$ cat src/hw/rtl/parabolic_ease_curve_assert.svh
// Assertion helpers for the ease curve RTL.
`ifndef PARABOLIC_EASE_CURVE_ASSERT_SVH
`define PARABOLIC_EASE_CURVE_ASSERT_SVH
`ifndef SYNTHESIS
`define PEC_ASSERT_IMPL(label, clk, rst, ante, cons, msg) \
   label: assert property (@(posedge clk) disable iff (rst) (ante) |-> (cons)) \
      else $error(msg);
`define PEC_ASSERT_NEXT(label, clk, rst, ante, cons, msg) \
   label: assert property (@(posedge clk) disable iff (rst) (ante) |=> (cons)) \
      else $error(msg);
`else
`define PEC_ASSERT_IMPL(label, clk, rst, ante, cons, msg)
`define PEC_ASSERT_NEXT(label, clk, rst, ante, cons, msg)
`endif
`endif

$ cat src/hw/rtl/pec_pkg.sv
package pec_pkg;

   localparam int FRAC_BITS = 16;
   localparam int CW        = FRAC_BITS + 1;   // Q1.F values
   localparam int IW        = FRAC_BITS + 2;   // signed Q2.F time
   localparam int OPW       = FRAC_BITS + 2;   // multiplier operands
   localparam int PW        = 2 * OPW;         // products
   localparam int NW        = PW + 1;          // numerator / remainder / divisor
   localparam int QW        = FRAC_BITS + 1;   // quotient bits
   localparam int CSR_IDX_W = 1;

   localparam logic [CW-1:0] ONE = {1'b1, {FRAC_BITS{1'b0}}};

   localparam logic [CSR_IDX_W-1:0] CSR_EASE_IN_END  = 1'b0;
   localparam logic [CSR_IDX_W-1:0] CSR_EASE_OUT_LEN = 1'b1;

   typedef enum logic [1:0] {
      SEG_RISE,
      SEG_CRUISE,
      SEG_FALL
   } seg_type;

   typedef struct packed {
      logic [CW-1:0] ease_in_end;
      logic [CW-1:0] ease_out_len;
   } cfg_type;

   typedef struct packed {
      logic [NW-1:0] rem;
      logic [NW-1:0] den;
      logic [QW-1:0] quo;
      logic          clamped;
   } div_type;

endpackage

$ cat src/hw/rtl/pec_div_stage.sv
`include "parabolic_ease_curve_assert.svh"

module pec_div_stage (
   input  logic             clock,
   input  logic             reset,
   input  logic             in_valid,
   output logic             in_ready,
   input  pec_pkg::div_type in_data,
   output logic             out_valid,
   input  logic             out_ready,
   output pec_pkg::div_type out_data
);

   logic                    valid_ff;
   pec_pkg::div_type        data_ff, data_in;
   logic [pec_pkg::NW:0]    diff;
   logic                    ge;
   logic [pec_pkg::NW-1:0]  rem_sel;

   assign in_ready = !valid_ff || out_ready;

   // one restoring step: quotient bit in, remainder doubled for the next bit
   always_comb begin
      diff         = {1'b0, in_data.rem} - {1'b0, in_data.den};
      ge           = !diff[pec_pkg::NW];
      rem_sel      = ge ? diff[pec_pkg::NW-1:0] : in_data.rem;
      data_in.rem  = {rem_sel[pec_pkg::NW-2:0], 1'b0};
      data_in.den  = in_data.den;
      data_in.quo  = {in_data.quo[pec_pkg::QW-2:0], ge};
      data_in.clamped = in_data.clamped;
   end

   always_ff @(posedge clock) begin
      if (reset) begin
         valid_ff <= 1'b0;
      end else if (in_ready) begin
         valid_ff <= in_valid;
      end
   end

   always_ff @(posedge clock) begin
      if (in_ready) begin
         data_ff <= data_in;
      end
   end

   assign out_valid = valid_ff;
   assign out_data  = data_ff;

   `PEC_ASSERT_IMPL(a_rem_bound, clock, reset, valid_ff, data_ff.rem < {data_ff.den[pec_pkg::NW-2:0], 1'b0}, "remainder out of bound")
   `PEC_ASSERT_NEXT(a_den_kept, clock, reset, in_valid && in_ready, data_ff.den == $past(in_data.den), "divisor changed in stage")
   `PEC_ASSERT_NEXT(a_quo_shift, clock, reset, in_valid && in_ready, data_ff.quo[pec_pkg::QW-1:1] == $past(in_data.quo[pec_pkg::QW-2:0]), "quotient bits lost")

endmodule

$ cat config.mk
export PLATFORM = sky130hd
export DESIGN_NAME = pec_div_stage
export DESIGN_NICKNAME = d
export VERILOG_FILES = /design/src/hw/rtl/pec_pkg.sv /design/src/hw/rtl/pec_div_stage.sv
export VERILOG_INCLUDE_DIRS = /design/src /design/src/hw/rtl
export SDC_FILE = /design/constraint.sdc
export NUM_CORES = 1
export LEC_CHECK = 0
export BUFFER_PORTS_ARGS = -buffer_cell sky130_fd_sc_hd__clkbuf_2
export CAP_MARGIN = 30
export CORE_ASPECT_RATIO = 0.5
export CORE_MARGIN = 4
export CORE_UTILIZATION = 30
export CTS_BUF_LIST = sky130_fd_sc_hd__clkbuf_2
export CTS_CLUSTER_DIAMETER = 50
export DETAILED_ROUTE_END_ITERATION = 10
export HOLD_SLACK_MARGIN = 0.06
export REMOVE_ABC_BUFFERS = 1
export SLEW_MARGIN = 20
export SYNTH_ARGS = -nofsm -noshare
export SYNTH_HDL_FRONTEND = slang
export SYNTH_SLANG_ARGS = --single-unit
export TNS_END_PERCENT = 50
$ cat constraint.sdc
create_clock -name clock -period 7.4 [get_ports clock]
set_input_delay 0.74 -clock clock [delete_from_list [all_inputs] [get_ports clock]]
set_output_delay 0.74 -clock clock [all_outputs]
set_load 0.05 [all_outputs]
==> summary.md <==
| Metric | Value |
|---|---|
| Int Pwr | 0.853 mW |
| Worst Skew | 0.0531 ns |
| Antenna viol nets, final | 0 |
| Top-area cell type share of the netlist area | 52.4% |
| Fraction of the mapped netlist area in simple logic gates | 10.1% |
| TritonCTS clock tree | done |
| Clock share of power | 18.8% |
| TritonCTS buffer count | 9 |
| Maximum clock rate | 278 MHz |
| Clock transition at the registers of the reported paths | 0.35 ns |
| Psw | 0.612 mW |
| LEAKAGE | 3.02 nW |
| Wire per inst | 15.0 um |
| Fill count | 1,705 |
| RSZ-0062 raised after global routing | false |
| CTS resizes | 0 |
| Syn Inst Count | 478 |
| Synth area leaders | edfxtp_1, ha_1, a21oi_1 |
| Flop2flop setup slack | 5.54 ns |
| # IOs | 190 |
| Crit path launch type | input port |
| Die footprint | 19,700 um2 |
| I/O Buffers | 187 |
| WP data arrival | 3.96 ns |
| Post-layout min period | 3.60 ns |
| Sequential power share | 44.9% |
| Placed wire-length estimate | 10,700 um |
| Aggregate global routing overflow | 0 |
| Vias per cell | 4.62 |
| Async set or reset register ratio after synthesis | 0% |
| CP startpoint | in_data[25] |
| Overall global routing resource usage | 13.4% |
| Total Nets Final | 801 |
| Compound-Gate Fraction of Synth Area | 15.1% |
| Peak VDD IR | 0.0887 mV |
| R2R Path End | out_data[20]$_DFFE_PP_ |
| TNS Setup | 0 ns |
| Most numerous cell in the Yosys netlist | edfxtp_1 |
| Multi-input combinational cell area | 2230 um2 |
| Clk sink count | 92 |
| Status | finished, final reports clean |
| Vias in the first global route | 4,036 |
| Mean post-synth cell area | 10.9 um2 |
| Register area share after synthesis | 52.8% |
| Vias | 4,149 |
| Combinational share of power | 36.3% |
| Core area | 16,700 um2 |
| Post-Synth Adder-Cell Area | 9.26% |
| Syn-to-layout area delta | 25.3% |
| Tcrit/Tclk final | 48.7% |
| Initial antenna violation count | 0 |
| Mux share of post-synthesis cell area | 2.59% |
| Sequential cell area | 2750 um2 |
| # rows | 33 |
| Synth cell types | 52 |
| Post-Synthesis Cell Area | 5220 um2 |
| Ys Warns | 0 |
| Crit path capture | out_data[91]$_DFFE_PP_ |
| Drt first pass iters | 5 |
| Die X | 194 um |
| Final Max Tran Viols | 0 |
| CTS Root Cell | clkbuf_2 |
| Sw frac | 41.8% |
| Drt total wl | 13,400 um |
| DR iter-0 viols | 183 |
| DIE HEIGHT | 101 um |
| Hold Fails Final Rpt | 0 |
| FF+latch count, synth | 92 |
| Main combinational cell family by area after synthesis | compound AO/OA/AOI/OAI gates |
| First-pass GRT wire length | 20,900 um |
| Ant. Diodes | 0 |
| Most frequent cells after synthesis | edfxtp_1, a21oi_1, inv_1, nor2_1, ha_1 |
| Pin count of the biggest net entering global routing | 60 |
| Worst skew pair latency | 0.64 ns |
| Post-synth EDFFs | 91 |
| Final core utilization | 39.1% |
| # hold bufs at CTS | 0 |
| Reg2reg path depth | 2 |
| DRC violations left | 0 |
| Largest buffer count on any clock path | 2 |
| Placer Congestion | 0.834 |
| Initial Util | 31.2% |
| Pwr dens | 224 nW/um2 |
| Area leader, netlist | edfxtp_1 |
| Final setup viols | 0 |
| Worst slew pin tran | 0.788 ns |
| Xor-xnor portion of the synthesized cell area | 5.37% |
| Max cap viols | 0 |
| Main synth FF type | edfxtp_1 |
| Post-CTS Setup Bufs | 0 |
| CP max FO | 31 |
| Layout cells sized above 1 | 32.6% |
| Worst slew margin | 47.5% |
| Origin of the critical flop-to-flop path | out_valid$_SDFFE_PP0P_ |
| CP required | 7.76 ns |
| Worst hold slack | 0.240 ns |
| CTS H-Tree Depth | 3 |
| Crit Path Category | input port to flip-flop |
| Critical Path Sink Type | flip-flop |
| Tightest Hold Check Type | input port to flip-flop |
power groups by stage:
stage,registers (mW),clock network [mW],logic (mW)
global route,0.664,0.319,0.571
floorplan,0.879,0,0.192
detailed placement,0.671,0,0.534
global placement,0.669,0,0.530
finish,0.658,0.276,0.531
CTS,0.659,0.296,0.537
state kept, by name, indices dropped and copies added (netlist names):
register	flops
out_data	91
out_valid	1
kinds of logic after synthesis:
kind of cell,after synthesis
AOI/OAI and AO/OA,124
DFF,92
and+or+nand+nor,120
adders and majority gates,38
muxes,12
xor gates and xnor gates,32
other,1
buffers and inverters,59
how the worst min path moves through the flow:
stage	startpoint	to	slack, ns	cells past startpoint
floorplan	reset	out_valid$_SDFFE_PP0P_	0.81	1
global placement	out_valid$_SDFFE_PP0P_	out_valid$_SDFFE_PP0P_	0.88	2
detailed placement	reset	out_valid$_SDFFE_PP0P_	0.90	2
CTS	in_data[0]	out_data[0]$_DFFE_PP_	0.16	1
global route	in_data[5]	out_data[6]$_DFFE_PP_	0.11	1
finish	in_data[5]	out_data[6]$_DFFE_PP_	0.24	1
stage by stage:
stage | power, mW | cells | worst slack [ns] | instance area [um2]
2_1_floorplan | 1.07 | 467 | 3.34 | 5150
3_3_place_gp | 1.20 | 883 | 3.13 | 6400
3_5_place_dp | 1.20 | 883 | 3.10 | 6400
4_1_cts | 1.49 | 899 | 3.80 | 6540
5_1_grt | 1.56 | 899 | 3.58 | 6540
6_report | 1.46 | 899 | 3.80 | 6540
layout by cell type (no fill, tap or decap), types with 6 or more instances in the layout:
cell type	Yosys	layout
clkbuf_2	0	196
edfxtp_1	91	91
a21oi_1	54	54
inv_1	48	48
nor2_1	48	48
ha_1	37	37
nand2_1	31	31
xnor2_1	18	18
o21ai_0	15	15
nand3_1	14	14
xor2_1	14	14
a21o_1	11	11
mux2_1	9	9
o21a_1	8	8
nand4_1	6	6
nor3_1	6	6
metal layers:
layer  vias to the layer above  global-route usage (%)  routed length, um
li1                       2104                       -                  -
met1                      1941                    17.0               6020
met2                        96                    23.0               6570
met3                         8                    3.92                745
met4                         0                    2.92                108
met5                         -                       0                  0
critical path, stage by stage:
cell and delay [ns]:
clkbuf_2 0.10, inv_1 0.05, ha_1 0.38, nand2_1 0.08, o21ai_1 0.18, a311o_1 0.34
a211oi_2 0.07, o31ai_1 0.40, a21oi_2 0.16, o21ai_4 0.64, buf_4 0.45, mux2_2 0.39
area by class of cell:
class                           instances  share of cell area (%)
Clock buffer                            9                   0.689
Clock inverter                          7                    1.40
Inverter                               48                    2.76
Multi-Input combinational cell        327                    34.2
Sequential cell                        92                    42.1
Tap cell                              227                    4.35
Timing Repair Buffer                  189                    14.5
Power figures use the tool's default switching activity.
