<file path="config.mk">
export PLATFORM = sky130hd
export DESIGN_NAME = pec_front
export DESIGN_NICKNAME = d
export VERILOG_FILES = /design/src/hw/rtl/pec_pkg.sv /design/src/hw/rtl/pec_front.sv
export VERILOG_INCLUDE_DIRS = /design/src /design/src/hw/rtl
export SDC_FILE = /design/constraint.sdc
export NUM_CORES = 2
export LEC_CHECK = 0
export BUFFER_PORTS_ARGS = -buffer_cell sky130_fd_sc_hd__buf_2
export CORE_ASPECT_RATIO = 1.25
export CORE_MARGIN = 2
export CORE_UTILIZATION = 65
export DETAILED_ROUTE_END_ITERATION = 10
export PLACE_DENSITY = 0.94
export SYNTH_ARGS = -nofsm -noshare
export SYNTH_HDL_FRONTEND = slang
export SYNTH_SLANG_ARGS = --single-unit
</file>
<file path="constraint.sdc">
create_clock -name clock -period 12 [get_ports clock]
set_clock_uncertainty 0.1 [all_clocks]
set_input_delay 0.6 -clock clock [delete_from_list [all_inputs] [get_ports clock]]
set_output_delay 0.6 -clock clock [all_outputs]
set_load 0.03 [all_outputs]
</file>
<file path="src/hw/rtl/parabolic_ease_curve_assert.svh">
// Assertion helpers for the ease curve RTL.
`ifndef PARABOLIC_EASE_CURVE_ASSERT_SVH
`define PARABOLIC_EASE_CURVE_ASSERT_SVH
`ifndef SYNTHESIS
`define PEC_ASSERT_IMPL(label, clk, rst, ante, cons, msg) \
   label: assert property (@(posedge clk) disable iff (rst) (ante) |-> (cons)) \
      else $error(msg);
`define PEC_ASSERT_NEXT(label, clk, rst, ante, cons, msg) \
   label: assert property (@(posedge clk) disable iff (rst) (ante) |=> (cons)) \
      else $error(msg);
`else
`define PEC_ASSERT_IMPL(label, clk, rst, ante, cons, msg)
`define PEC_ASSERT_NEXT(label, clk, rst, ante, cons, msg)
`endif
`endif

</file>
<file path="src/hw/rtl/pec_pkg.sv">
package pec_pkg;

   localparam int FRAC_BITS = 16;
   localparam int CW        = FRAC_BITS + 1;   // Q1.F values
   localparam int IW        = FRAC_BITS + 2;   // signed Q2.F time
   localparam int OPW       = FRAC_BITS + 2;   // multiplier operands
   localparam int PW        = 2 * OPW;         // products
   localparam int NW        = PW + 1;          // numerator / remainder / divisor
   localparam int QW        = FRAC_BITS + 1;   // quotient bits
   localparam int CSR_IDX_W = 1;

   localparam logic [CW-1:0] ONE = {1'b1, {FRAC_BITS{1'b0}}};

   localparam logic [CSR_IDX_W-1:0] CSR_EASE_IN_END  = 1'b0;
   localparam logic [CSR_IDX_W-1:0] CSR_EASE_OUT_LEN = 1'b1;

   typedef enum logic [1:0] {
      SEG_RISE,
      SEG_CRUISE,
      SEG_FALL
   } seg_type;

   typedef struct packed {
      logic [CW-1:0] ease_in_end;
      logic [CW-1:0] ease_out_len;
   } cfg_type;

   typedef struct packed {
      logic [NW-1:0] rem;
      logic [NW-1:0] den;
      logic [QW-1:0] quo;
      logic          clamped;
   } div_type;

endpackage

</file>
<file path="src/hw/rtl/pec_front.sv">
`include "parabolic_ease_curve_assert.svh"

module pec_front (
   input  logic                          clock,
   input  logic                          reset,
   input  pec_pkg::cfg_type              cfg,
   input  logic                          in_valid,
   output logic                          in_ready,
   input  logic signed [pec_pkg::IW-1:0] time_in,
   output logic                          out_valid,
   input  logic                          out_ready,
   output pec_pkg::div_type              out_data
);

   // stage 1: clamp time, effective ease points
   logic                         v1_ff;
   logic [pec_pkg::CW-1:0]       p1_ff, p1_in;
   logic [pec_pkg::CW-1:0]       ei1_ff, ei1_in;
   logic [pec_pkg::CW-1:0]       eo1_ff, eo1_in;
   logic                         clamp1_ff, clamp1_in;
   logic [pec_pkg::CW-1:0]       ei_lim;

   // stage 2: segment operands
   logic                         v2_ff;
   logic [pec_pkg::OPW-1:0]      ma1_ff, ma1_in, ma2_ff, ma2_in;
   logic [pec_pkg::OPW-1:0]      mb1_ff, mb1_in, mb2_ff, mb2_in;
   logic [pec_pkg::OPW-1:0]      md1_ff, md1_in, md2_ff, md2_in;
   logic                         clamp2_ff;
   logic [pec_pkg::OPW-1:0]      rest;
   pec_pkg::seg_type             seg;

   // stage 3: products
   logic                         v3_ff;
   logic [pec_pkg::PW-1:0]       pa_ff, pb_ff, pd_ff;
   logic                         clamp3_ff;

   // stage 4: numerator and divisor
   logic                         v4_ff;
   pec_pkg::div_type             s4_ff, s4_in;

   logic ready1, ready2, ready3, ready4;

   assign ready4   = !v4_ff || out_ready;
   assign ready3   = !v3_ff || ready4;
   assign ready2   = !v2_ff || ready3;
   assign ready1   = !v1_ff || ready2;
   assign in_ready = ready1;

   always_comb begin
      ei_lim = (cfg.ease_in_end > pec_pkg::ONE) ? pec_pkg::ONE : cfg.ease_in_end;
      eo1_in = pec_pkg::ONE -
               ((cfg.ease_out_len > pec_pkg::ONE) ? pec_pkg::ONE : cfg.ease_out_len);
      ei1_in = (ei_lim > eo1_in) ? eo1_in : ei_lim;
      if (time_in[pec_pkg::IW-1]) begin
         p1_in     = '0;
         clamp1_in = 1'b1;
      end else if (time_in[pec_pkg::CW-1:0] > pec_pkg::ONE) begin
         p1_in     = pec_pkg::ONE;
         clamp1_in = 1'b1;
      end else begin
         p1_in     = time_in[pec_pkg::CW-1:0];
         clamp1_in = 1'b0;
      end
   end

   always_comb begin
      rest   = {1'b0, pec_pkg::ONE - eo1_ff};
      md1_in = {1'b0, eo1_ff} + {1'b0, pec_pkg::ONE} - {1'b0, ei1_ff};
      if (p1_ff < ei1_ff) begin
         seg = pec_pkg::SEG_RISE;
      end else if (p1_ff <= eo1_ff) begin
         seg = pec_pkg::SEG_CRUISE;
      end else begin
         seg = pec_pkg::SEG_FALL;
      end
      ma1_in = '0;
      ma2_in = '0;
      mb1_in = '0;
      mb2_in = '0;
      md2_in = '0;
      case (seg)
         pec_pkg::SEG_RISE: begin
            ma1_in = {1'b0, p1_ff};
            ma2_in = {1'b0, p1_ff};
            md2_in = {1'b0, ei1_ff};
         end
         pec_pkg::SEG_CRUISE: begin
            ma1_in = {p1_ff, 1'b0} - {1'b0, ei1_ff};
            ma2_in = pec_pkg::OPW'(1);
            md2_in = pec_pkg::OPW'(1);
         end
         pec_pkg::SEG_FALL: begin
            ma1_in = {eo1_ff, 1'b0} - {1'b0, ei1_ff};
            ma2_in = rest;
            mb1_in = {1'b0, p1_ff - eo1_ff};
            mb2_in = {pec_pkg::ONE, 1'b0} - {1'b0, p1_ff} - {1'b0, eo1_ff};
            md2_in = rest;
         end
         default: begin
            ma1_in = '0;
         end
      endcase
   end

   always_comb begin
      s4_in.rem     = {1'b0, pa_ff} + {1'b0, pb_ff};
      s4_in.den     = {1'b0, pd_ff};
      s4_in.quo     = '0;
      s4_in.clamped = clamp3_ff;
   end

   always_ff @(posedge clock) begin
      if (reset) begin
         v1_ff <= 1'b0;
         v2_ff <= 1'b0;
         v3_ff <= 1'b0;
         v4_ff <= 1'b0;
      end else begin
         if (ready1) v1_ff <= in_valid;
         if (ready2) v2_ff <= v1_ff;
         if (ready3) v3_ff <= v2_ff;
         if (ready4) v4_ff <= v3_ff;
      end
   end

   always_ff @(posedge clock) begin
      if (ready1) begin
         p1_ff     <= p1_in;
         ei1_ff    <= ei1_in;
         eo1_ff    <= eo1_in;
         clamp1_ff <= clamp1_in;
      end
      if (ready2) begin
         ma1_ff    <= ma1_in;
         ma2_ff    <= ma2_in;
         mb1_ff    <= mb1_in;
         mb2_ff    <= mb2_in;
         md1_ff    <= md1_in;
         md2_ff    <= md2_in;
         clamp2_ff <= clamp1_ff;
      end
      if (ready3) begin
         pa_ff     <= ma1_ff * ma2_ff;
         pb_ff     <= mb1_ff * mb2_ff;
         pd_ff     <= md1_ff * md2_ff;
         clamp3_ff <= clamp2_ff;
      end
      if (ready4) begin
         s4_ff <= s4_in;
      end
   end

   assign out_valid = v4_ff;
   assign out_data  = s4_ff;

   `PEC_ASSERT_IMPL(a_num_le_den, clock, reset, out_valid, out_data.rem <= out_data.den, "numerator above divisor")

endmodule

</file>
==> metrics.txt <==
Seq/Total Area, Yosys=20.7%; FF-to-FF Start=md1_ff[11]$_DFFE_PP_; post_cts resized=0; Initial Util=65.5%; global placement routability congestion=0.970; period utilization=62.3%; Place WS=4.71 ns; CTS Buf Count=37; final WL=127 mm; Final Worst Setup Slack=4.52 ns; Ys Warns=0; count of final setup violators=0; Die Y=313 um; final hold slack=0.107 ns; Crit Path Class=flop to flop; top_reg_cell synth=edfxtp_1; worst min-delay path startpoint=reset; worst-skew pair later-pin latency=0.61 ns; largest family of logic cells by synthesized area=adder cells; crit path time final=7.48 ns; Synth top area share=29.3%; 1st-pass router iterations=8; DR iter-0 viols=3645; Die X=251 um; Peak Freq=134 MHz; Avg WL per Cell=20.7 um; commonest non-fill, non-tap cells in the layout=inv_1, fa_1, nand2_1, ha_1, and2_1; met1 Use GR=36.7%; RSZ-0062 raised after global routing=no; # IOs=150; status=finished, final reports clean; initial antenna violation count=2; post-synthesis async set-or-reset flop share=0%; Critical Path RT=12.31 ns; Final nets=6469; peak fanout along the critical path=17; clk root buf=clkbuf_16; # port buffers=131; Syn Inst Count=5162; cts hold-fix bufs=0; Setup crit start kind=flop; Post-Syn Area=0.0497 mm2; worst reg2reg setup slack=4.52 ns; clock sinks=344; number of global-route vias before repair=40400; Slowest-stage cell, CP=a2111oi_2; Seq cells post-synth=344; DR vias=37600; xor/xnor share of the synthesized area=3.10%; count of final hold-check violations=0; post-layout instance area=0.0521 mm2; Post-Synth Simple-Gate Area=14.7%; Most common cell on crit path=fa_1; syn_area_per_cell=9.62 um2; DP HPWL=99.7 mm; TNS Setup=0 ns; mux cell area share after synthesis=0.839%; Worst-path clk slew=0.06 ns; compound-gate portion of the synthesized area=8.46%; core area=0.0758 mm2; gr usage total=32.9%; drt drc=0; Synth area leader=fa_1; Arr. time, crit path=7.79 ns; CTS tree=done; deepest clock path buffer count=3; CP peak stage delay=0.91 ns; Antenna Nets Post-Route=0; count of different cell masters after synthesis=92; H-tree depth=2; placed instance area=0.0509 mm2; met3 Use GR=6.27%; Vias/cell=6.11; GRT met2 Usage=57.1%; hold path depth=2; Slew headroom=32.4%; Post-Synth Adder-Cell Area=42.7%; Least-Margin Pin Slew=1.01 ns; commonest non-fill, non-tap cell in the layout=inv_1; first-pass GRT wire length=203 mm; Area Growth Syn to Fin=4.87%; busiest grt layer=met2; CP Cell Sequence=nand2_1 -> fa_1 -> fa_1 -> inv_1 -> fa_1 -> inv_1 -> fa_1 -> fa_1 -> fa_1 -> inv_1 -> ha_1 -> and3_1 -> a221oi_1 -> o21ai_1 -> a2111oi_2 -> nor2_1 -> a221oi_2 -> nor2_1 -> a211oi_1; Worst R2R Path Depth=19; total die area=0.0787 mm2; worst hold-check path type=input port to flop; worst r2r dst=pd_ff[35]$_DFFE_PP_; number of synthesized flops with an enable pin=340; share of layout cells above drive strength 1=4.75%; Critical Path Sink Type=flop; Worst Hold End=out_valid$_SDFFE_PP0P_; max-cap viol count=0; Setup Fix Bufs, Post-CTS=0; Area contributors post-synth=fa_1, edfxtp_1, ha_1; # rows=113; n_diodes=0; GRT overflow=0; largest net degree at the start of global routing=81; Final Max Slew Viols=0
[synthesized netlist by cell type, types with 24 or more instances]
| cell type | count |
|---|---|
| nor2b_1 | 38 |
| edfxtp_1 | 340 |
| mux2i_1 | 27 |
| o21bai_1 | 37 |
| xor2_1 | 57 |
| clkbuf_1 | 174 |
| a22o_1 | 31 |
| xnor2_1 | 117 |
| nor4_1 | 24 |
| nor2_1 | 133 |
| a21o_1 | 87 |
| fa_1 | 728 |
| a31oi_1 | 24 |
| o21ai_0 | 99 |
| o21a_1 | 30 |
| nand3_1 | 45 |
| a21oi_1 | 179 |
| ha_1 | 529 |
| nor3_1 | 45 |
| inv_1 | 1026 |
| nand4_1 | 37 |
| nand2_1 | 640 |
| and2_1 | 439 |
[stage by stage]
| stage | instances | util (%) |
|---|---|---|
| floorplan | 5179 | - |
| global placement | 6094 | 67.1 |
| detailed placement | 6094 | 67.1 |
| CTS | 6157 | 68.7 |
| global route | 6157 | 68.7 |
| finish | 6157 | 68.7 |
[per-layer routing]
metal  wire length (um)  up-vias
met4               9770        4
met1              42400    18200
met5                 26        -
met2              63700     2280
li1                   -    16400
met3              11300      705
[worst max-delay path, delay by kind of cell (launching register included)]
kind / cells / cell delay [ns]
AND/OR/NAND/NOR: 4 / 0.72
adder cells (fa/ha/maj): 7 / 3.51
buffers and inverters: 3 / 0.19
AO/OA/AOI/OAI: 5 / 1.99
flip-flops: 1 / 0.77
[how the worst max path moves through the flow]
stage                         startpoint                   to  cells past startpoint
finish              md1_ff[11]$_DFFE_PP_  pd_ff[35]$_DFFE_PP_                     19
global route        md1_ff[11]$_DFFE_PP_  pd_ff[35]$_DFFE_PP_                     19
CTS                 md1_ff[11]$_DFFE_PP_  pd_ff[35]$_DFFE_PP_                     19
detailed placement  md1_ff[11]$_DFFE_PP_  pd_ff[35]$_DFFE_PP_                     20
global placement     md1_ff[9]$_DFFE_PP_  pd_ff[35]$_DFFE_PP_                     20
floorplan            md2_ff[3]$_DFFE_PP_  pd_ff[28]$_DFFE_PP_                     23
[layout make-up]
cell class / count / area, um2
Fill cell: 5153 / 23700
Sequential cell: 344 / 10300
Clock buffer: 44 / 995
Inverter: 1027 / 3860
Tap cell: 977 / 1220
Timing Repair Buffer: 140 / 723
Multi-Input combinational cell: 3606 / 34800
Clock inverter: 19 / 230
[state kept, by name (all words and copies together), names as in the netlist, 17 cells and up]
| name | flops |
|---|---|
| ma2_ff | 17 |
| md1_ff | 18 |
| pb_ff | 36 |
| mb1_ff | 17 |
| md2_ff | 17 |
| ei1_ff | 17 |
| pa_ff | 36 |
| mb2_ff | 17 |
| ma1_ff | 18 |
| pd_ff | 36 |
| eo1_ff | 17 |
| p1_ff | 17 |
| out_data | 74 |
[cell families after synthesis]
kind of cell | count (synthesis)
compound gates | 632
xor+xnor | 175
fa+ha+maj | 1257
buf+inv | 1229
flops | 344
mux | 40
other cells | 1
simple gates | 1484
Power is not shown: default switching activity piles up to over one toggle a cycle in this logic, so the estimate is an artifact.
